===== config.mk =====
export PLATFORM = sky130hd
export DESIGN_NAME = flight_phase_detector
export DESIGN_NICKNAME = d
export VERILOG_FILES = /design/src/hw/rtl/fpd_pkg.sv /design/src/hw/rtl/fpd_rate_unit.sv /design/src/hw/rtl/flight_phase_detector.sv
export SDC_FILE = /design/constraint.sdc
export NUM_CORES = 1
export LEC_CHECK = 0
export BUFFER_PORTS_ARGS = -buffer_cell sky130_fd_sc_hd__buf_2
export CORE_UTILIZATION = 40
export CTS_CLUSTER_DIAMETER = 80
export CTS_CLUSTER_SIZE = 10
export DETAILED_ROUTE_END_ITERATION = 8
export PLACE_DENSITY_LB_ADDON = 0.08
export SETUP_SLACK_MARGIN = 0.15
export SLEW_MARGIN = 30
export SYNTH_ARGS = -nofsm -noshare
export SYNTH_HDL_FRONTEND = slang
export SYNTH_SLANG_ARGS = --single-unit
export TNS_END_PERCENT = 5

===== constraint.sdc =====
create_clock -name clk -period 10.6 [get_ports clk]
set_input_delay 1.59 -clock clk [delete_from_list [all_inputs] [get_ports clk]]
set_output_delay 1.59 -clock clk [all_outputs]
set_load 0.01 [all_outputs]

===== src/hw/rtl/fpd_pkg.sv =====
package fpd_pkg;

	localparam int NOW_W      = 32;
	localparam int ALT_W      = 17;
	localparam int RATE_W     = 20;
	localparam int THR_W      = 16;
	localparam int JUMP_W     = 17;
	localparam int MS_W       = 20;
	localparam int CFG_IDX_W  = 3;
	localparam int CFG_DATA_W = 20;
	localparam int CMP_W      = RATE_W + 1;
	localparam int PROD_W     = ALT_W + 16;
	localparam int DIV_STEPS  = PROD_W;
	localparam int STEP_W     = $clog2(DIV_STEPS);

	localparam logic [15:0]       RATE_SCALE_MS = 16'd60000;
	localparam logic [RATE_W-1:0] RATE_MAX      = 20'h7FFFF;
	localparam logic [RATE_W-1:0] RATE_MIN      = 20'h80000;
	localparam logic [PROD_W-1:0] RATE_POS_LIM  = 33'd524287;
	localparam logic [PROD_W-1:0] RATE_NEG_LIM  = 33'd524288;

	localparam logic [THR_W-1:0]  CLIMB_THR_RST     = 16'd300;
	localparam logic [JUMP_W-1:0] JUMP_THR_RST      = 17'h1F830;
	localparam logic [THR_W-1:0]  LAND_THR_RST      = 16'd100;
	localparam logic [MS_W-1:0]   LANDED_HOLD_RST   = 20'd30000;
	localparam logic [MS_W-1:0]   RATE_INTERVAL_RST = 20'd10000;

	typedef enum logic [CFG_IDX_W-1:0] {
		CFG_CLIMB_THR     = 3'd0,
		CFG_JUMP_THR      = 3'd1,
		CFG_LAND_THR      = 3'd2,
		CFG_LANDED_HOLD   = 3'd3,
		CFG_RATE_INTERVAL = 3'd4
	} cfg_idx_t;

	typedef enum logic [1:0] {
		PH_WAIT   = 2'd0,
		PH_FLIGHT = 2'd1,
		PH_JUMP   = 2'd2,
		PH_LANDED = 2'd3
	} phase_t;

	typedef struct packed {
		logic             start;
		logic             neg;
		logic [ALT_W-1:0] mag;
		logic [NOW_W-1:0] elapsed;
	} fpd_rate_req_t;

	typedef struct packed {
		logic                     done;
		logic signed [RATE_W-1:0] rate;
	} fpd_rate_rsp_t;

endpackage


===== src/hw/rtl/fpd_rate_unit.sv =====
module fpd_rate_unit import fpd_pkg::*; (
	input  logic          clk,
	input  logic          arst_n,
	input  fpd_rate_req_t req,
	output fpd_rate_rsp_t rsp
);

	typedef enum logic [3:0] {
		U_IDLE = 4'b0001,
		U_MUL  = 4'b0010,
		U_DIV  = 4'b0100,
		U_SAT  = 4'b1000
	} ustate_t;

	ustate_t             state_q;
	logic [STEP_W-1:0]   cnt_q;
	logic                neg_q;
	logic [ALT_W-1:0]    mag_q;
	logic [NOW_W-1:0]    divisor_q;
	logic [PROD_W-1:0]   dq_q;
	logic [NOW_W-1:0]    rem_q;

	logic [PROD_W-1:0]   product;
	logic [NOW_W:0]      rem_sh;
	logic [NOW_W:0]      rem_sub;
	logic                fits;
	logic [NOW_W-1:0]    rem_nx;
	logic [RATE_W-1:0]   rate_sat;

	assign product = PROD_W'(mag_q) * PROD_W'(RATE_SCALE_MS);
	assign rem_sh  = {rem_q, dq_q[PROD_W-1]};
	assign rem_sub = rem_sh - {1'b0, divisor_q};
	assign fits    = rem_sh >= {1'b0, divisor_q};
	assign rem_nx  = fits ? rem_sub[NOW_W-1:0] : rem_sh[NOW_W-1:0];

	always_comb begin
		if (neg_q) begin
			rate_sat = (dq_q > RATE_NEG_LIM) ? RATE_MIN : RATE_W'(~dq_q[RATE_W-1:0] + 1'b1);
		end else begin
			rate_sat = (dq_q > RATE_POS_LIM) ? RATE_MAX : dq_q[RATE_W-1:0];
		end
	end

	assign rsp.done = (state_q == U_SAT);
	assign rsp.rate = $signed(rate_sat);

	always_ff @(posedge clk or negedge arst_n) begin
		if (!arst_n) begin
			state_q <= U_IDLE;
			cnt_q   <= '0;
		end else begin
			case (state_q)
				U_IDLE: begin
					if (req.start) begin
						state_q <= U_MUL;
					end
				end
				U_MUL: begin
					cnt_q   <= '0;
					state_q <= U_DIV;
				end
				U_DIV: begin
					cnt_q <= cnt_q + 1'b1;
					if (cnt_q == STEP_W'(DIV_STEPS - 1)) begin
						state_q <= U_SAT;
					end
				end
				U_SAT: begin
					state_q <= U_IDLE;
				end
				default: begin
					state_q <= U_IDLE;
				end
			endcase
		end
	end

	always_ff @(posedge clk) begin
		if (state_q == U_IDLE && req.start) begin
			neg_q     <= req.neg;
			mag_q     <= req.mag;
			divisor_q <= req.elapsed;
		end
		if (state_q == U_MUL) begin
			dq_q  <= product;
			rem_q <= '0;
		end else if (state_q == U_DIV) begin
			dq_q  <= {dq_q[PROD_W-2:0], fits};
			rem_q <= rem_nx;
		end
	end

endmodule


===== src/hw/rtl/flight_phase_detector.sv =====
// flight phase detector
// input channel (in_valid/in_ready): one transfer per sample, now_ms is a free
// running millisecond clock, altitude_ft a signed pressure altitude in feet.
// output channel (out_valid/out_ready): one result per sample with phase, climb
// rate, rate_updated flag, latched ground altitude and log start/stop strobes.
// config port: cfg_we writes cfg_data into register cfg_index (0 climb
// threshold, 1 jump threshold, 2 land threshold, 3 landed hold, 4 rate
// interval); other indexes are ignored. write only while the block is idle.
// timing: a sample that does not re-estimate the climb rate is registered as
// a result once the output register is free, and the next sample can be taken
// after that. a re-estimate first runs a multiply and a 33 step restoring
// divider, so its result and the next transfer come after the divider ends.
// in_ready is low while a sample is in work.
// if the receiver stalls, the result holds in the output register; the next
// sample is still taken, and its result waits until the register frees.
// reset: all thresholds return to their defaults, phase goes to wait, the climb
// rate to 0 and the first re-estimate only primes the stored altitude.
module flight_phase_detector import fpd_pkg::*; (
	input  logic                     clk,
	input  logic                     arst_n,
	input  logic                     cfg_we,
	input  logic [CFG_IDX_W-1:0]     cfg_index,
	input  logic [CFG_DATA_W-1:0]    cfg_data,
	input  logic                     in_valid,
	output logic                     in_ready,
	input  logic [NOW_W-1:0]         now_ms,
	input  logic signed [ALT_W-1:0]  altitude_ft,
	output logic                     out_valid,
	input  logic                     out_ready,
	output logic [1:0]               phase,
	output logic signed [RATE_W-1:0] climb_rate_fpm,
	output logic                     rate_updated,
	output logic signed [ALT_W-1:0]  ground_altitude_ft,
	output logic                     log_start,
	output logic                     log_stop
);

	typedef enum logic [2:0] {
		S_IDLE = 3'b001,
		S_CALC = 3'b010,
		S_EMIT = 3'b100
	} state_t;

	state_t                   state_q;
	logic [THR_W-1:0]         climb_thr_q;
	logic [JUMP_W-1:0]        jump_thr_q;
	logic [THR_W-1:0]         land_thr_q;
	logic [MS_W-1:0]          landed_hold_q;
	logic [MS_W-1:0]          rate_int_q;

	phase_t                   phase_q;
	logic signed [RATE_W-1:0] climb_rate_q;
	logic                     hold_active_q;
	logic [NOW_W-1:0]         hold_rem_q;
	logic [NOW_W-1:0]         last_clock_q;
	logic [NOW_W-1:0]         last_rate_time_q;
	logic signed [ALT_W-1:0]  last_alt_q;
	logic                     first_q;
	logic signed [ALT_W-1:0]  ground_q;
	logic                     upd_p_q;
	logic                     start_p_q;
	logic                     stop_p_q;
	logic                     out_valid_q;

	logic                     accept;
	logic                     emit;
	logic [NOW_W-1:0]         delta;
	logic [NOW_W-1:0]         hold_rem_a;
	logic [NOW_W-1:0]         elapsed;
	logic                     est;
	logic signed [CMP_W-1:0]  rate_ext;
	logic signed [CMP_W-1:0]  rate_mag;
	logic signed [CMP_W-1:0]  climb_thr_s;
	logic signed [CMP_W-1:0]  jump_thr_s;
	logic signed [CMP_W-1:0]  land_thr_s;
	logic [ALT_W:0]           diff;
	logic [ALT_W:0]           diff_mag;

	phase_t                   phase_n;
	logic                     hold_active_n;
	logic [NOW_W-1:0]         hold_rem_n;
	logic                     start_n;
	logic                     stop_n;

	fpd_rate_req_t            req;
	fpd_rate_rsp_t            rsp;

	assign in_ready = (state_q == S_IDLE);
	assign accept   = in_valid && in_ready;
	assign emit     = (state_q == S_EMIT) && (!out_valid_q || out_ready);

	assign delta = now_ms - last_clock_q;

	always_comb begin
		hold_rem_a = hold_rem_q;
		if (hold_active_q && delta != '0) begin
			hold_rem_a = (delta >= hold_rem_q) ? '0 : hold_rem_q - delta;
		end
	end

	assign rate_ext    = CMP_W'(climb_rate_q);
	assign rate_mag    = rate_ext[CMP_W-1] ? -rate_ext : rate_ext;
	assign climb_thr_s = $signed(CMP_W'(climb_thr_q));
	assign jump_thr_s  = CMP_W'($signed(jump_thr_q));
	assign land_thr_s  = $signed(CMP_W'(land_thr_q));

	always_comb begin
		phase_n       = phase_q;
		hold_active_n = hold_active_q;
		hold_rem_n    = hold_rem_a;
		start_n       = 1'b0;
		stop_n        = 1'b0;
		case (phase_q)
			PH_WAIT: begin
				if (rate_ext > climb_thr_s) begin
					phase_n = PH_FLIGHT;
					start_n = 1'b1;
				end
			end
			PH_FLIGHT: begin
				if (rate_ext <= jump_thr_s) begin
					phase_n = PH_JUMP;
				end
			end
			PH_JUMP: begin
				if (rate_mag <= land_thr_s) begin
					phase_n       = PH_LANDED;
					hold_rem_n    = NOW_W'(landed_hold_q);
					hold_active_n = 1'b1;
				end
			end
			PH_LANDED: begin
				if (rate_ext <= jump_thr_s) begin
					phase_n       = PH_JUMP;
					hold_active_n = 1'b0;
				end else if (rate_mag >= climb_thr_s) begin
					phase_n       = PH_FLIGHT;
					hold_active_n = 1'b0;
				end else if (hold_active_q && hold_rem_a == '0) begin
					phase_n       = PH_WAIT;
					hold_active_n = 1'b0;
					stop_n        = 1'b1;
				end
			end
			default: begin
				phase_n = PH_WAIT;
			end
		endcase
	end

	assign elapsed  = now_ms - last_rate_time_q;
	assign est      = elapsed > NOW_W'(rate_int_q);
	assign diff     = (ALT_W + 1)'(altitude_ft) - (ALT_W + 1)'(last_alt_q);
	assign diff_mag = diff[ALT_W] ? (~diff + 1'b1) : diff;

	assign req.start   = accept && est && !first_q;
	assign req.neg     = diff[ALT_W];
	assign req.mag     = diff_mag[ALT_W-1:0];
	assign req.elapsed = elapsed;

	fpd_rate_unit u_rate (
		.clk    (clk),
		.arst_n (arst_n),
		.req    (req),
		.rsp    (rsp)
	);

	always_ff @(posedge clk or negedge arst_n) begin
		if (!arst_n) begin
			climb_thr_q   <= CLIMB_THR_RST;
			jump_thr_q    <= JUMP_THR_RST;
			land_thr_q    <= LAND_THR_RST;
			landed_hold_q <= LANDED_HOLD_RST;
			rate_int_q    <= RATE_INTERVAL_RST;
		end else if (cfg_we) begin
			case (cfg_index)
				CFG_CLIMB_THR:     climb_thr_q   <= cfg_data[THR_W-1:0];
				CFG_JUMP_THR:      jump_thr_q    <= cfg_data[JUMP_W-1:0];
				CFG_LAND_THR:      land_thr_q    <= cfg_data[THR_W-1:0];
				CFG_LANDED_HOLD:   landed_hold_q <= cfg_data[MS_W-1:0];
				CFG_RATE_INTERVAL: rate_int_q    <= cfg_data[MS_W-1:0];
				default: begin
				end
			endcase
		end
	end

	always_ff @(posedge clk or negedge arst_n) begin
		if (!arst_n) begin
			state_q          <= S_IDLE;
			phase_q          <= PH_WAIT;
			climb_rate_q     <= '0;
			hold_active_q    <= 1'b0;
			hold_rem_q       <= '0;
			last_clock_q     <= '0;
			last_rate_time_q <= '0;
			last_alt_q       <= '0;
			first_q          <= 1'b1;
			ground_q         <= '0;
			upd_p_q          <= 1'b0;
			start_p_q        <= 1'b0;
			stop_p_q         <= 1'b0;
			out_valid_q      <= 1'b0;
		end else begin
			if (emit) begin
				out_valid_q <= 1'b1;
			end else if (out_valid_q && out_ready) begin
				out_valid_q <= 1'b0;
			end
			case (state_q)
				S_IDLE: begin
					if (accept) begin
						last_clock_q  <= now_ms;
						phase_q       <= phase_n;
						hold_active_q <= hold_active_n;
						hold_rem_q    <= hold_rem_n;
						start_p_q     <= start_n;
						stop_p_q      <= stop_n;
						upd_p_q       <= est;
						if (est) begin
							last_rate_time_q <= now_ms;
							last_alt_q       <= altitude_ft;
							first_q          <= 1'b0;
							if (first_q) begin
								climb_rate_q <= '0;
							end
						end
						if (phase_n == PH_WAIT) begin
							ground_q <= altitude_ft;
						end
						state_q <= (est && !first_q) ? S_CALC : S_EMIT;
					end
				end
				S_CALC: begin
					if (rsp.done) begin
						climb_rate_q <= rsp.rate;
						state_q      <= S_EMIT;
					end
				end
				S_EMIT: begin
					if (emit) begin
						state_q <= S_IDLE;
					end
				end
				default: begin
					state_q <= S_IDLE;
				end
			endcase
		end
	end

	always_ff @(posedge clk) begin
		if (emit) begin
			phase              <= phase_q;
			climb_rate_fpm     <= climb_rate_q;
			rate_updated       <= upd_p_q;
			ground_altitude_ft <= ground_q;
			log_start          <= start_p_q;
			log_stop           <= stop_p_q;
		end
	end

	assign out_valid = out_valid_q;

endmodule


After elaboration in Yosys (flattened, before gate mapping) --
Cells that the tools add are included.
Storage, ports and cells: output and inout port bits 44, register bits 417, bits of input ports 77
Cells by class: order comparisons 9, reduce and logical (&&, ||, !) cells 33, muxes and demuxes 46, $mul 1, add/subtract/negate cells 9, equal/unequal tests 24, bitwise gates (word level) 2
Operator list (count):
- 32-bit two-way mux | 5
- 20-bit two-way mux | 7
- 32-bit subtractor | 4
- 33-bit two-way mux | 2
- 20-bit case mux with 2 select lines | 1
- 33-bit by 32-bit greater-or-equal comparator with 1-bit output | 1
- 33-bit by 19-bit greater-than comparator with 1-bit output (second input constant) | 1
- 33-bit by 20-bit greater-than comparator with 1-bit output (second input constant) | 1
- 32-bit greater-or-equal comparator | 1
- 32-bit by 20-bit greater-than comparator with 1-bit output | 1
- 32-bit logical NOT | 1
- 32-bit nonzero test | 1
- 17-bit by 11-bit multiplier with 28-bit output (second input constant) | 1
- 21-bit by 17-bit greater-or-equal comparator with 1-bit output | 1
- 21-bit by 17-bit less-or-equal comparator with 1-bit output | 1
- 21-bit two-way mux | 1
- 20-bit negator with 21-bit output | 1
- 20-bit by 1-bit adder with 20-bit output (second input constant) | 1
- 20-bit by 17-bit greater-than comparator with 1-bit output | 1
- 20-bit by 17-bit less-or-equal comparator with 1-bit output | 1
- 20-bit inverter | 1
- 17-bit by 17-bit subtractor with 18-bit output | 1
- 17-bit by 1-bit adder with 17-bit output (second input constant) | 1
- 17-bit two-way mux | 1
- other kinds (33) | 86

Depth between registers and ports, before layout --
Gate-level depths: netlist of run 1.
depth in word-level cells 12, depth in mapped cells 27, mapped depth without buffers 26

Modules after synthesis --
A second synthesis of run 1 with hierarchy kept.
Second synthesis, totals: cell total of the unflattened synthesis 3446, area total of the unflattened synthesis 31061.0 µm²
By module, submodules not included:
- flight_phase_detector | times used 1, cells an instance 2298, area an instance 20327.0 µm²
- fpd_rate_unit | times used 1, cells an instance 1148, area an instance 10734.0 µm²

Worst setup path before layout of run 1 --
OpenSTA, ideal clock, no wires.
path type input-to-reg, start in now_ms[1], end reg u_rate.divisor_q[0], enable pin, library setup time 520 ps, setup slack 1491 ps, data arrival time 8589 ps, stages 22, path through ha_1 nor2b_1 o21ai_0 o221a_2 o31ai_1 o21ai_0 o21ai_0 xor2_1 ha_1 a21o_1 a21o_1 a21oi_1 o211ai_1 o221ai_1 a31oi_1 a2111oi_0 or4b_1 a2111oi_1 nand4_1 nand2_1 buf_4 nor3_1
On the way: word-level cells in the longest chain between the ends 5
RTL lines:
- from (decl) | RTL line flight_phase_detector.sv:26 | input logic [NOW_W-1:0] now_ms,
- 32-bit subtractor | RTL line flight_phase_detector.sv:151 | assign elapsed = now_ms - last_rate_time_q;
- via elapsed[17] | RTL line flight_phase_detector.sv:69 | logic [NOW_W-1:0] elapsed;
- 32-bit by 20-bit greater-than comparator with 1-bit output | RTL line flight_phase_detector.sv:152 | assign est = elapsed > NOW_W'(rate_int_q);
- 1-bit logical AND (2 in a row) | RTL line flight_phase_detector.sv:156 | assign req.start = accept && est && !first_q;
- 1-bit logical AND | RTL line fpd_rate_unit.sv:79 | if (state_q == U_IDLE && req.start) begin
- to (signal assigned) | RTL line fpd_rate_unit.sv:82 | divisor_q <= req.elapsed;
- to (decl) | RTL line fpd_rate_unit.sv:19 | logic [NOW_W-1:0] divisor_q;
The timed path passes the listed nets, and every way through them passes these cells. A chain may end at the register's enable or synchronous reset.

Final worst setup path of run 1 --
start in now_ms[1], end reg last_alt_q[9]
On the way: word-level cells in the longest chain between the ends 3
RTL lines:
- 32-bit subtractor | RTL line flight_phase_detector.sv:151
- via elapsed[17] | RTL line flight_phase_detector.sv:69
- 32-bit by 20-bit greater-than comparator with 1-bit output | RTL line flight_phase_detector.sv:152
- 3-bit AND reduction (no line)
- to (signal assigned) | RTL line flight_phase_detector.sv:222 | last_alt_q <= altitude_ft;
- to (decl) | RTL line flight_phase_detector.sv:57 | logic signed [ALT_W-1:0] last_alt_q;
The timed path passes the listed nets, and every way through them passes these cells.

==> reports/qor.yml, run 1 <==
clock_tree:
  clock_tree.htree_level_count: 2
  clock-root-buffer: "sky130_fd_sc_hd__clkbuf_16"
  cts_made_buffers: 51
  postCtsHoldBufs: 0
  ctsLongestPathBuffers: 3
  clock_sinks: 417
  tritoncts: "done"
  cts_setup_buffers: 0
  cts_repair_resize_count: 0
  insertion_delay_ns: 0.61
  worst_setup_hold_path_clk_slew_ns: 0.06
floorplanning:
  initial_core_util_pct: 40.7
  rows: 100
  ioPinCount: 121
  design.core.area_sq_um: 74800
  dieHeight_um: 278
  area_enclosed_by_the_die_boundary_sq_um: 77200
  chipWidth_um: 278
timing:
  max-slew-margin-rel_pct: 41.6
  final_setup_violating_endpoints: 0
  total_count_of_max_transition_violations_in_the_final_report: 0
  fin_worst_skew_ns: 0.0315
  rsz0062_at_grt: "false"
  setup_tns_ns: 0
  tightestPinTransition_ns: 0.868
  period_minus_slack_ns: 7.94
  final_min_period_over_clock_period_pct: 74.9
  final_hold_viol_count: 0
  timing.fmax_ghz: 0.126
drt:
  drt-pass1-iter-count: 6
  drc_errors: 0
  vias_per_cell: 5.60
  routed-via-count: 24400
  drt_iter0_drc: 1713
  wire_per_inst_um: 19.9
  wl_um: 86700
  drtAntennaViolNets: 0
synth:
  mappedNetlistNets: 3699
  yosysWarningCount: 0
  ys_ff_latch: 417
  synth.area.mux_share_pct: 4.28
  synth_ff_type: "sky130_fd_sc_hd__dfrtp_1"
  synth_top_family_by_area: "compound AO/OA/AOI/OAI gates"
  synth-edff-count: 120
  post_synth_instance_area_sq_um: 30400
  synth_compound_area_share_pct: 18.7
  yosys.area_share.simple_pct: 14.4
  post_synth_fa_ha_maj_area_fraction_pct: 17.5
  part_of_the_yosys_area_used_for_sequential_elements_pct: 35.8
  ys_types: 97
  synth_xor_xnor_area_share_pct: 4.23
  postSynthCellCount: 3238
  postSynthAreaPerCell_sq_um: 9.39
  ys_async_sr_fraction_pct: 62.4
critical_path:
  required_worst_endpoint_ns: 11.08
  critical_path_peak_fanout: 28
  crit_path_end_kind: "flip-flop"
  worst_setup_path_start_kind: "input pin"
  critical_path_arrival_ns: 8.42
  worst-setup-path-type: "input pin to flip-flop"
final_layout:
  drive_gt1_share_pct: 11.5
  layout_common_cells: "313 x sky130_fd_sc_hd__ha_1, 307 x sky130_fd_sc_hd__inv_1, 298 x sky130_fd_sc_hd__nand2_1, 279 x sky130_fd_sc_hd__o21ai_0, 230 x sky130_fd_sc_hd__dfrtp_1"
  final.fill_count: 7259
  design.final.nets: 3806
  most_common_library_cell_in_the_layout_ignoring_fill_and_taps: "sky130_fd_sc_hd__ha_1"
  area_delta_synth_final_pct: 10.6
hold_path:
  worstHoldPathType: "flip-flop to flip-flop"
place:
  hpwl_um: 66500
  gpl.final_weighted_congestion: 0.918
  port_buffers: 120
run:
  max-cap-violations: 0
grt:
  first_global_vias: 23800
  antenna_violations_before_repair: 9
  grt_first_pass_wirelength_um: 136000
  grt_overflow_total: 0
  grt_start_max_net_pins: 94
  globalRouteTotalUtil_pct: 22.2
outcome:
  result_of_the_run: "finished, final reports clean"
[kinds of logic (layout without fill, tap and decap cells)]
logic type | Yosys count | in the layout
compound gates | 888 | 888
xor+xnor | 147 | 147
fa+ha+maj | 384 | 384
buf+inv | 399 | 547
flops | 417 | 417
mux | 115 | 115
other cells | 0 | 3
simple gates | 888 | 888
[registers in the layout (all words and copies together) (netlist names), 2 cells and up]
signal and cells:
last_alt_q 17, last_rate_time_q 32, state_q 3, ground_altitude_ft 17, phase 2, u_rate.cnt_q 6, climb_thr_q 16, hold_rem_q 32
ground_q 17, climb_rate_fpm 20, phase_q 2, land_thr_q 16, u_rate.dq_q 33, u_rate.state_q 4, last_clock_q 32, rate_int_q 20
u_rate.divisor_q 32, landed_hold_q 20, jump_thr_q 17, u_rate.rem_q 32, climb_rate_q 20, u_rate.mag_q 17
[cells in the mapped netlist, types with 47 or more instances]
cell / n / share of area (%)
sky130_fd_sc_hd__a21oi_1: 191 / 3.1
sky130_fd_sc_hd__nand3_1: 64 / 1.1
sky130_fd_sc_hd__fa_1: 71 / 4.7
sky130_fd_sc_hd__nand2_1: 299 / 3.7
sky130_fd_sc_hd__nand4_1: 47 / 0.97
sky130_fd_sc_hd__ha_1: 313 / 13
sky130_fd_sc_hd__mux2_2: 78 / 2.9
sky130_fd_sc_hd__inv_1: 308 / 3.8
sky130_fd_sc_hd__clkbuf_1: 69 / 0.85
sky130_fd_sc_hd__edfxtp_1: 120 / 12
sky130_fd_sc_hd__a21o_1: 105 / 2.6
sky130_fd_sc_hd__xnor2_1: 95 / 2.7
sky130_fd_sc_hd__xor2_1: 52 / 1.5
sky130_fd_sc_hd__o21ai_0: 280 / 4.6
sky130_fd_sc_hd__nor2_1: 169 / 2.1
sky130_fd_sc_hd__dfrtp_1: 230 / 19
sky130_fd_sc_hd__nor3_1: 66 / 1.1
[worst max-delay path, stage by stage]
cell	delay (ns)
sky130_fd_sc_hd__buf_2	0.14
sky130_fd_sc_hd__ha_1	0.28
sky130_fd_sc_hd__nor2b_1	0.13
sky130_fd_sc_hd__o21ai_0	0.14
sky130_fd_sc_hd__o221a_2	0.34
sky130_fd_sc_hd__o31ai_1	0.45
sky130_fd_sc_hd__o21ai_0	0.26
sky130_fd_sc_hd__o21ai_0	0.48
sky130_fd_sc_hd__xor2_1	0.26
sky130_fd_sc_hd__ha_1	0.29
sky130_fd_sc_hd__a21o_1	0.18
sky130_fd_sc_hd__a21o_1	0.17
sky130_fd_sc_hd__a21oi_1	0.21
sky130_fd_sc_hd__o211ai_1	0.16
sky130_fd_sc_hd__o221ai_1	0.20
sky130_fd_sc_hd__a31oi_1	0.12
sky130_fd_sc_hd__a2111oi_0	0.35
sky130_fd_sc_hd__or4b_1	0.48
sky130_fd_sc_hd__a2111oi_1	0.44
sky130_fd_sc_hd__nand4_1	0.24
sky130_fd_sc_hd__nand2_2	0.64
sky130_fd_sc_hd__buf_4	0.46
sky130_fd_sc_hd__mux2_2	0.39
[area by class of cell]
| cell class | instances | area [sq um] | share of cell area, % |
|---|---|---|---|
| antenna | 3 | 7.51 | 0.0223 |
| inverter | 309 | 1160 | 3.45 |
| multi-input combinational | 2422 | 18100 | 53.7 |
| sequential | 417 | 10900 | 32.4 |
| timing repair buffer | 144 | 791 | 2.35 |
| tap | 969 | 1210 | 3.60 |
| clock buffer | 84 | 1420 | 4.23 |
| clock inverter | 10 | 82.6 | 0.246 |
[routing by layer]
metal / track usage [%] / part of all wire (%)
met2: 35.4 / 45
met3: 3.02 / 4.7
met5: 0 / 0.051
met1: 31.7 / 48
met4: 5.60 / 2.3
[stage by stage]
step	cells	utilization [%]	setup slack (ns)	hold slack [ns]	area, sq um
6_report	4358	45.0	2.66	0.443	33600
5_1_grt	4357	44.9	1.96	0.452	33600
4_1_cts	4355	44.9	2.66	0.440	33600
3_5_place_dp	4261	42.9	2.08	0.430	32100
3_3_place_gp	4261	42.9	2.21	0.428	32100
2_1_floorplan	3238	-	1.49	0.419	30400
[path summary, 6_finish.rpt]
check | startpoint | to | slack, ns | depth (start not counted)
max | now_ms[1] | last_alt_q[9] | 2.66 | 23
min | ground_q[0] | ground_altitude_ft[0] | 0.44 | 0
max reg2reg | last_rate_time_q[1] | last_alt_q[9] | 3.41 | 23
min reg2reg | ground_q[0] | ground_altitude_ft[0] | 0.44 | 0
max in group asynchronous | arst_n | u_rate.cnt_q[0] | 7.50 | 3
min in group asynchronous | arst_n | hold_rem_q[26] | 0.98 | 1
Power of run 1 is not shown: default switching activity piles up to over one toggle a cycle in this logic, so the estimate is an artifact.
==> inputs of run 2 (changes only) <==
Clock period 10.6 ns to 6.7 ns, I/O delays scaled along.
==> run 2 against run 1 <==
Final area up 4.2%. Sequential share of layout area decreased by 1.3 points. Hold slack got worse by 0.20 ns. Register-to-register slack got worse by 2.8 ns. Utilization is 1.9 points higher. Routed wire length rose by 0.37%. Non-clock buffer count grew 158. Setup slack worse by 2.2 ns. Clock-buffer cell count is 3 higher.
==> reports/qor.yml, run 2 (same netlist as run 1, synthesis figures left out) <==
clock_tree:
  clock-root-buffer: "sky130_fd_sc_hd__clkbuf_16"
  tritoncts: "done"
  clock_sinks: 417  # unchanged
  worst_setup_hold_path_clk_slew_ns: 0.06  # about the same
  cts_made_buffers: 51  # unchanged
  cts_repair_resize_count: 0  # unchanged
  ctsLongestPathBuffers: 3  # unchanged
  postCtsHoldBufs: 0  # unchanged
  insertion_delay_ns: 0.61  # about the same
  clock_tree.htree_level_count: 2  # unchanged
  cts_setup_buffers: 0  # unchanged
final_layout:
  most_common_library_cell_in_the_layout_ignoring_fill_and_taps: "sky130_fd_sc_hd__ha_1"
  max_flop_register: "u_rate.dq_q"
  largest_register_ffs: 33  # unchanged
  drive_gt1_share_pct: 15.4  # +4.0 points
  area_delta_synth_final_pct: 15.2
  design.final.nets: 3964  # +4.2%
  layout_common_cells: "313 x sky130_fd_sc_hd__ha_1, 307 x sky130_fd_sc_hd__inv_1, 298 x sky130_fd_sc_hd__nand2_1, 276 x sky130_fd_sc_hd__o21ai_0, 230 x sky130_fd_sc_hd__dfrtp_1"
  stdcell_area_sq_um: 35000  # +4.2%
  final.fill_count: 7179  # -1.1%
place:
  placed_area_sq_um: 33400  # +3.9%
  port_buffers: 120  # unchanged
  gpl.final_weighted_congestion: 0.917  # about the same
  hpwl_um: 67200  # +1.1%
critical_path:
  worst-setup-path-type: "input pin to flip-flop"
  required_worst_endpoint_ns: 7.19  # -3.89 ns
  critical_path_peak_fanout: 31  # +11%
  crit_path_end_kind: "flip-flop"
  critical_path_arrival_ns: 6.73  # -1.69 ns
  worst_setup_path_start_kind: "input pin"
grt:
  globalRouteTotalUtil_pct: 22.6  # +0.36 points
  first_global_vias: 24400  # +2.9%
  grt_first_pass_wirelength_um: 138000  # +2.0%
  grt_start_max_net_pins: 157  # +67%
  antenna_violations_before_repair: 1  # -8
  grt_overflow_total: 0  # unchanged
timing:
  period_minus_slack_ns: 6.24
  max-slew-margin-rel_pct: 29.7  # -12 points
  final_hold_viol_count: 0  # unchanged
  timing.fmax_ghz: 0.160
  final_min_period_over_clock_period_pct: 93.2
  fin_worst_skew_ns: 0.0342  # +0.00275 ns
  total_count_of_max_transition_violations_in_the_final_report: 0  # unchanged
  tightestPinTransition_ns: 1.04  # +0.173 ns
  rsz0062_at_grt: "true"
  final_hold_slack_ns: 0.246  # -0.197 ns
  final_setup_violating_endpoints: 0  # unchanged
drt:
  wl_um: 87100  # +0.37%
  drtAntennaViolNets: 0  # unchanged
  drt_iter0_drc: 1811  # +5.7%
  routed-via-count: 25100  # +2.6%
  drc_errors: 0  # unchanged
  vias_per_cell: 5.55  # -0.96%
  wire_per_inst_um: 19.3  # -3.1%
  drt-pass1-iter-count: 5  # -1
outcome:
  result_of_the_run: "finished, final reports clean"
floorplanning:
  rows: 100  # unchanged
  area_enclosed_by_the_die_boundary_sq_um: 77200  # unchanged
  ioPinCount: 121  # unchanged
  initial_core_util_pct: 40.7  # unchanged
  design.core.area_sq_um: 74800  # unchanged
  dieHeight_um: 278  # unchanged
  chipWidth_um: 278  # unchanged
hold_path:
  worstHoldPathType: "input pin to asynchronous set/reset pin"
run:
  max-cap-violations: 0  # unchanged
run 2: layer usage:
| metal | vias up | global-route usage (%) | routed length (um) |
|---|---|---|---|
| met2 | 553 | 35.7 | 39200 |
| met1 | 12200 | 32.7 | 41800 |
| met5 | - | 0 | 0 |
| met3 | 95 | 2.91 | 4140 |
| li1 | 12200 | - | - |
| met4 | 0 | 5.27 | 1920 |
run 2: per-stage QoR:
step / setup slack (ns) / cells / utilization [%] / TNS (ns)
2_1_floorplan: 0.176 / 3238 / - / 0
3_3_place_gp: -0.142 / 4417 / 44.6 / -9.36
3_5_place_dp: -0.284 / 4417 / 44.6 / -24.62
4_1_cts: 0.286 / 4513 / 46.7 / 0
5_1_grt: 0.0353 / 4515 / 46.8 / 0
6_report: 0.457 / 4516 / 46.8 / 0
run 2: layout make-up:
class                   count  area (sq um)  area share (%)
inverters                 309          1160            3.31
repair buffers            302          2110            6.02
diodes                      1          2.50         0.00714
multi-input cells        2422         18100            51.6
flip-flops and latches    417         10900            31.1
clock inverters             9           149           0.425
well taps                 969          1210            3.46
clock buffers              87          1450            4.15
run 2: worst paths after layout:
path / startpoint / end / slack, ns / cells past startpoint
worst max-delay path: now_ms[1] / last_rate_time_q[29] / 0.46 / 24
worst min-delay path: arst_n / hold_rem_q[26] / 0.25 / 1
worst max register to register: last_rate_time_q[1] / last_rate_time_q[29] / 0.61 / 24
worst min register to register: ground_q[0] / ground_altitude_ft[0] / 0.44 / 0
max in group asynchronous: arst_n / rate_int_q[17] / 4.86 / 4
min in group clk: ground_q[0] / ground_altitude_ft[0] / 0.44 / 0
run 2: critical path: stages:
cell and delay (ns):
sky130_fd_sc_hd__buf_2 0.15, sky130_fd_sc_hd__ha_1 0.28, sky130_fd_sc_hd__nor2b_1 0.11, sky130_fd_sc_hd__o21ai_0 0.15, sky130_fd_sc_hd__o221a_2 0.34, sky130_fd_sc_hd__o31ai_2 0.30, sky130_fd_sc_hd__o21ai_0 0.25, sky130_fd_sc_hd__o21ai_1 0.25
sky130_fd_sc_hd__xor2_1 0.29, sky130_fd_sc_hd__ha_1 0.30, sky130_fd_sc_hd__a21o_1 0.18, sky130_fd_sc_hd__a21o_1 0.17, sky130_fd_sc_hd__a21oi_1 0.21, sky130_fd_sc_hd__o211ai_1 0.15, sky130_fd_sc_hd__o221ai_1 0.19, sky130_fd_sc_hd__a31oi_1 0.12
sky130_fd_sc_hd__a2111oi_1 0.35, sky130_fd_sc_hd__or4b_1 0.50, sky130_fd_sc_hd__a2111oi_2 0.30, sky130_fd_sc_hd__buf_4 0.17, sky130_fd_sc_hd__nand4_1 0.14, sky130_fd_sc_hd__nand2_2 0.19, sky130_fd_sc_hd__buf_12 0.22, sky130_fd_sc_hd__mux2_2 0.36
Power of run 2 is left out for the same reason.
==> inputs of run 3 (changes only) <==
Settings changed: ABC_AREA set to 1.
==> run 3 against run 2 <==
Highest routed layer is now met5. Area after synthesis is 2.8% higher. Clock-buffer cell count is 4 lower. Routed wire length is 3.5% higher.
==> reports/qor.yml, run 3 <==
timing:
  setup_tns_ns: 0  # unchanged
  period_minus_slack_ns: 5.89  # -0.351 ns
  total_count_of_max_transition_violations_in_the_final_report: 0  # unchanged
  fin_worst_skew_ns: 0.0256  # -0.00866 ns
  tightestPinTransition_ns: 0.857  # -0.184 ns
  rsz0062_at_grt: "false"
  final_min_period_over_clock_period_pct: 87.9  # -5.2 points
  final_setup_violating_endpoints: 0  # unchanged
  max-slew-margin-rel_pct: 42.9  # +13 points
  timing.fmax_ghz: 0.170  # +6.0%
  final_hold_viol_count: 0  # unchanged
floorplanning:
  design.core.area_sq_um: 77300  # +3.4%
  initial_core_util_pct: 40.4  # -0.22 points
  chipWidth_um: 282  # +1.4%
  dieHeight_um: 282  # +1.4%
  rows: 102  # +2.0%
  area_enclosed_by_the_die_boundary_sq_um: 79300  # +2.8%
  ioPinCount: 121  # unchanged
clock_tree:
  ctsLongestPathBuffers: 3  # unchanged
  insertion_delay_ns: 0.62  # about the same
  postCtsHoldBufs: 0  # unchanged
  cts_setup_buffers: 0  # unchanged
  worst_setup_hold_path_clk_slew_ns: 0.06  # about the same
  clock-root-buffer: "sky130_fd_sc_hd__clkbuf_16"
  clock_tree.htree_level_count: 2  # unchanged
  clock_sinks: 417  # unchanged
  cts_repair_resize_count: 0  # unchanged
  tritoncts: "done"
  cts_made_buffers: 50  # -2.0%
power:
  vdd_ir_drop_max_uv: 174
  leakagePower_nw: 17.1
  power_per_cell_area_nw_per_um2: 203
final_layout:
  largest_register_ffs: 33  # unchanged
  max_flop_register: "u_rate.dq_q"
  area_delta_synth_final_pct: 10.5
  most_common_library_cell_in_the_layout_ignoring_fill_and_taps: "sky130_fd_sc_hd__nand2_1"
  design.final.nets: 4570  # +15%
  final_core_area_utilization_pct: 44.7  # -2.2 points
  layout_common_cells: "995 x sky130_fd_sc_hd__nand2_1, 605 x sky130_fd_sc_hd__inv_1, 313 x sky130_fd_sc_hd__ha_1, 284 x sky130_fd_sc_hd__o21ai_0, 233 x sky130_fd_sc_hd__nor2_1"
  drive_gt1_share_pct: 8.17  # -7.3 points
drt:
  drt-pass1-iter-count: 5  # unchanged
  drtAntennaViolNets: 0  # unchanged
  drt_iter0_drc: 1831  # +1.1%
  vias_per_cell: 5.07  # -8.7%
  wire_per_inst_um: 17.4  # -10%
  drc_errors: 0  # unchanged
  wl_um: 90100  # +3.5%
  routed-via-count: 26300  # +5.0%
grt:
  grt_start_max_net_pins: 138  # -12%
  first_global_vias: 25500  # +4.5%
  antenna_violations_before_repair: 4  # +3
  globalRouteTotalUtil_pct: 22.9  # +0.36 points
  grt_overflow_total: 0  # unchanged
  grt_first_pass_wirelength_um: 142000  # +2.8%
place:
  hpwl_um: 69600  # +3.6%
  gpl.final_weighted_congestion: 0.884  # -3.7%
  port_buffers: 120  # unchanged
synth:
  mappedNetlistNets: 4464  # +21%
  synth_ff_type: "sky130_fd_sc_hd__dfrtp_1"
  synth.area.top_cells: "sky130_fd_sc_hd__dfrtp_1 18%, sky130_fd_sc_hd__ha_1 13%, sky130_fd_sc_hd__nand2_1 12%, sky130_fd_sc_hd__edfxtp_1 12%, sky130_fd_sc_hd__inv_1 7.3%"
  postSynthAreaPerCell_sq_um: 7.81  # -17%
  synth_top_cells_by_count: "996 x sky130_fd_sc_hd__nand2_1, 607 x sky130_fd_sc_hd__inv_1, 313 x sky130_fd_sc_hd__ha_1"
  yosysTopAreaCellShare_pct: 18.4  # -0.51 points
  ys_types: 70  # -28%
  synth_most_common_cell: "sky130_fd_sc_hd__nand2_1"
  yosysWarningCount: 0  # unchanged
  post_synth_instance_area_sq_um: 31300  # +2.8%
  ys_ff_latch: 417  # unchanged
  postSynthCellCount: 4003  # +24%
  synth.largest_area_cell: "sky130_fd_sc_hd__dfrtp_1"
  ys_async_sr_fraction_pct: 62.4  # unchanged
  part_of_the_yosys_area_used_for_sequential_elements_pct: 34.8  # -0.97 points
  synth-edff-count: 120  # unchanged
outcome:
  result_of_the_run: "finished, final reports clean"
run:
  max-cap-violations: 0  # unchanged
critical_path:
  worst_setup_path_start_kind: "flip-flop"
  critical_path_peak_fanout: 5  # -84%
  worst-setup-path-type: "flip-flop to flip-flop"
  required_worst_endpoint_ns: 7.05  # -0.14 ns
  crit_path_end_kind: "flip-flop"
  critical_path_arrival_ns: 6.24  # -0.49 ns
hold_path:
  worstHoldPathType: "input pin to asynchronous set/reset pin"
run 3: cell count changes after synthesis, sizes merged, moves of 71 or more:
cell / before / now
nand2: 299 / 1018
nor2: 170 / 241
a21o: 105 / 9
nand3: 64 / 162
inv: 308 / 627
mux2: 91 / 0
run 3: cells by family (layout without fill, tap and decap cells):
logic type               count (synthesis)  in the layout  synth area share (%)
flip-flops                             417            417                  34.8
other                                    0              2                     0
AO/OA/AOI/OAI                          700            700                  12.7
buffers and inverters                  722            868                  8.99
AND/OR/NAND/NOR                       1647           1647                  22.7
adder cells (fa/ha/maj)                384            384                  17.1
XOR/XNOR                               133            133                  3.73
run 3: power breakdown:
group          leakage [nW]  switching (mW)  internal [mW]
Sequential             4.49          0.0714           2.79
Combinational          11.9            1.02          0.519
Clock                 0.728            1.16           1.48
Total                  17.1            2.24           4.79
run 3: worst paths after layout:
path | startpoint | to | depth (start not counted) | slack (ns)
worst max-delay path | u_rate.mag_q[0] | u_rate.dq_q[32] | 23 | 0.81
min in group clk | ground_q[1] | ground_altitude_ft[1] | 0 | 0.45
worst max register to register | u_rate.mag_q[0] | u_rate.dq_q[32] | 23 | 0.81
max in group asynchronous | arst_n | ground_q[7] | 2 | 5.16
worst min-delay path | arst_n | u_rate.cnt_q[5] | 1 | 0.33
worst min register to register | ground_q[1] | ground_altitude_ft[1] | 0 | 0.45
run 3: layout make-up:
type / count / area [sq um]
tap: 1040 / 1300
clock inverter: 9 / 118
clock buffer: 83 / 1410
sequential: 417 / 10900
inverter: 630 / 2370
antenna: 2 / 5.00
timing repair buffer: 146 / 842
fill: 7989 / 42800
multi-input combinational: 2864 / 17600
run 3: routing by layer:
| layer | vias to the layer above | GRT usage, % | wire, um |
|---|---|---|---|
| li1 | 13400 | - | - |
| met1 | 12300 | 33.4 | 45200 |
| met2 | 492 | 35.1 | 38400 |
| met3 | 120 | 2.98 | 3760 |
| met4 | 4 | 7.15 | 2650 |
| met5 | - | 1.04 | 120 |
run 3: critical path: stages (launching register included):
cell and delay, ns:
sky130_fd_sc_hd__edfxtp_1 0.53, sky130_fd_sc_hd__fa_1 0.58, sky130_fd_sc_hd__inv_1 0.05, sky130_fd_sc_hd__fa_1 0.45, sky130_fd_sc_hd__fa_1 0.51, sky130_fd_sc_hd__inv_1 0.06, sky130_fd_sc_hd__fa_1 0.56, sky130_fd_sc_hd__fa_1 0.43
sky130_fd_sc_hd__ha_1 0.35, sky130_fd_sc_hd__nand2_1 0.06, sky130_fd_sc_hd__o21ai_0 0.30, sky130_fd_sc_hd__nand3_1 0.11, sky130_fd_sc_hd__nand2_1 0.12, sky130_fd_sc_hd__a31oi_1 0.08, sky130_fd_sc_hd__inv_1 0.12, sky130_fd_sc_hd__a21oi_1 0.09
sky130_fd_sc_hd__nor2_1 0.12, sky130_fd_sc_hd__a21boi_0 0.14, sky130_fd_sc_hd__o21ai_0 0.31, sky130_fd_sc_hd__nand3_1 0.15, sky130_fd_sc_hd__o21ai_0 0.23, sky130_fd_sc_hd__a21oi_1 0.08, sky130_fd_sc_hd__o21ai_0 0.13, sky130_fd_sc_hd__nand2_1 0.08
run 3: stage by stage:
stage | hold slack (ns) | instance area (sq um) | setup WS, ns | std cells | total power, mW
6_report | 0.327 | 34600 | 0.809 | 5191 | 7.03
5_1_grt | 0.359 | 34500 | 0.168 | 5189 | 7.43
4_1_cts | 0.334 | 34500 | 0.742 | 5189 | 7.10
3_5_place_dp | 0.439 | 33000 | 0.337 | 5097 | 4.44
3_3_place_gp | 0.439 | 33000 | 0.321 | 5095 | 4.44
2_1_floorplan | 0.425 | 31300 | 0.871 | 4003 | 3.97
No activity file was read; power rests on OpenSTA's default activity.
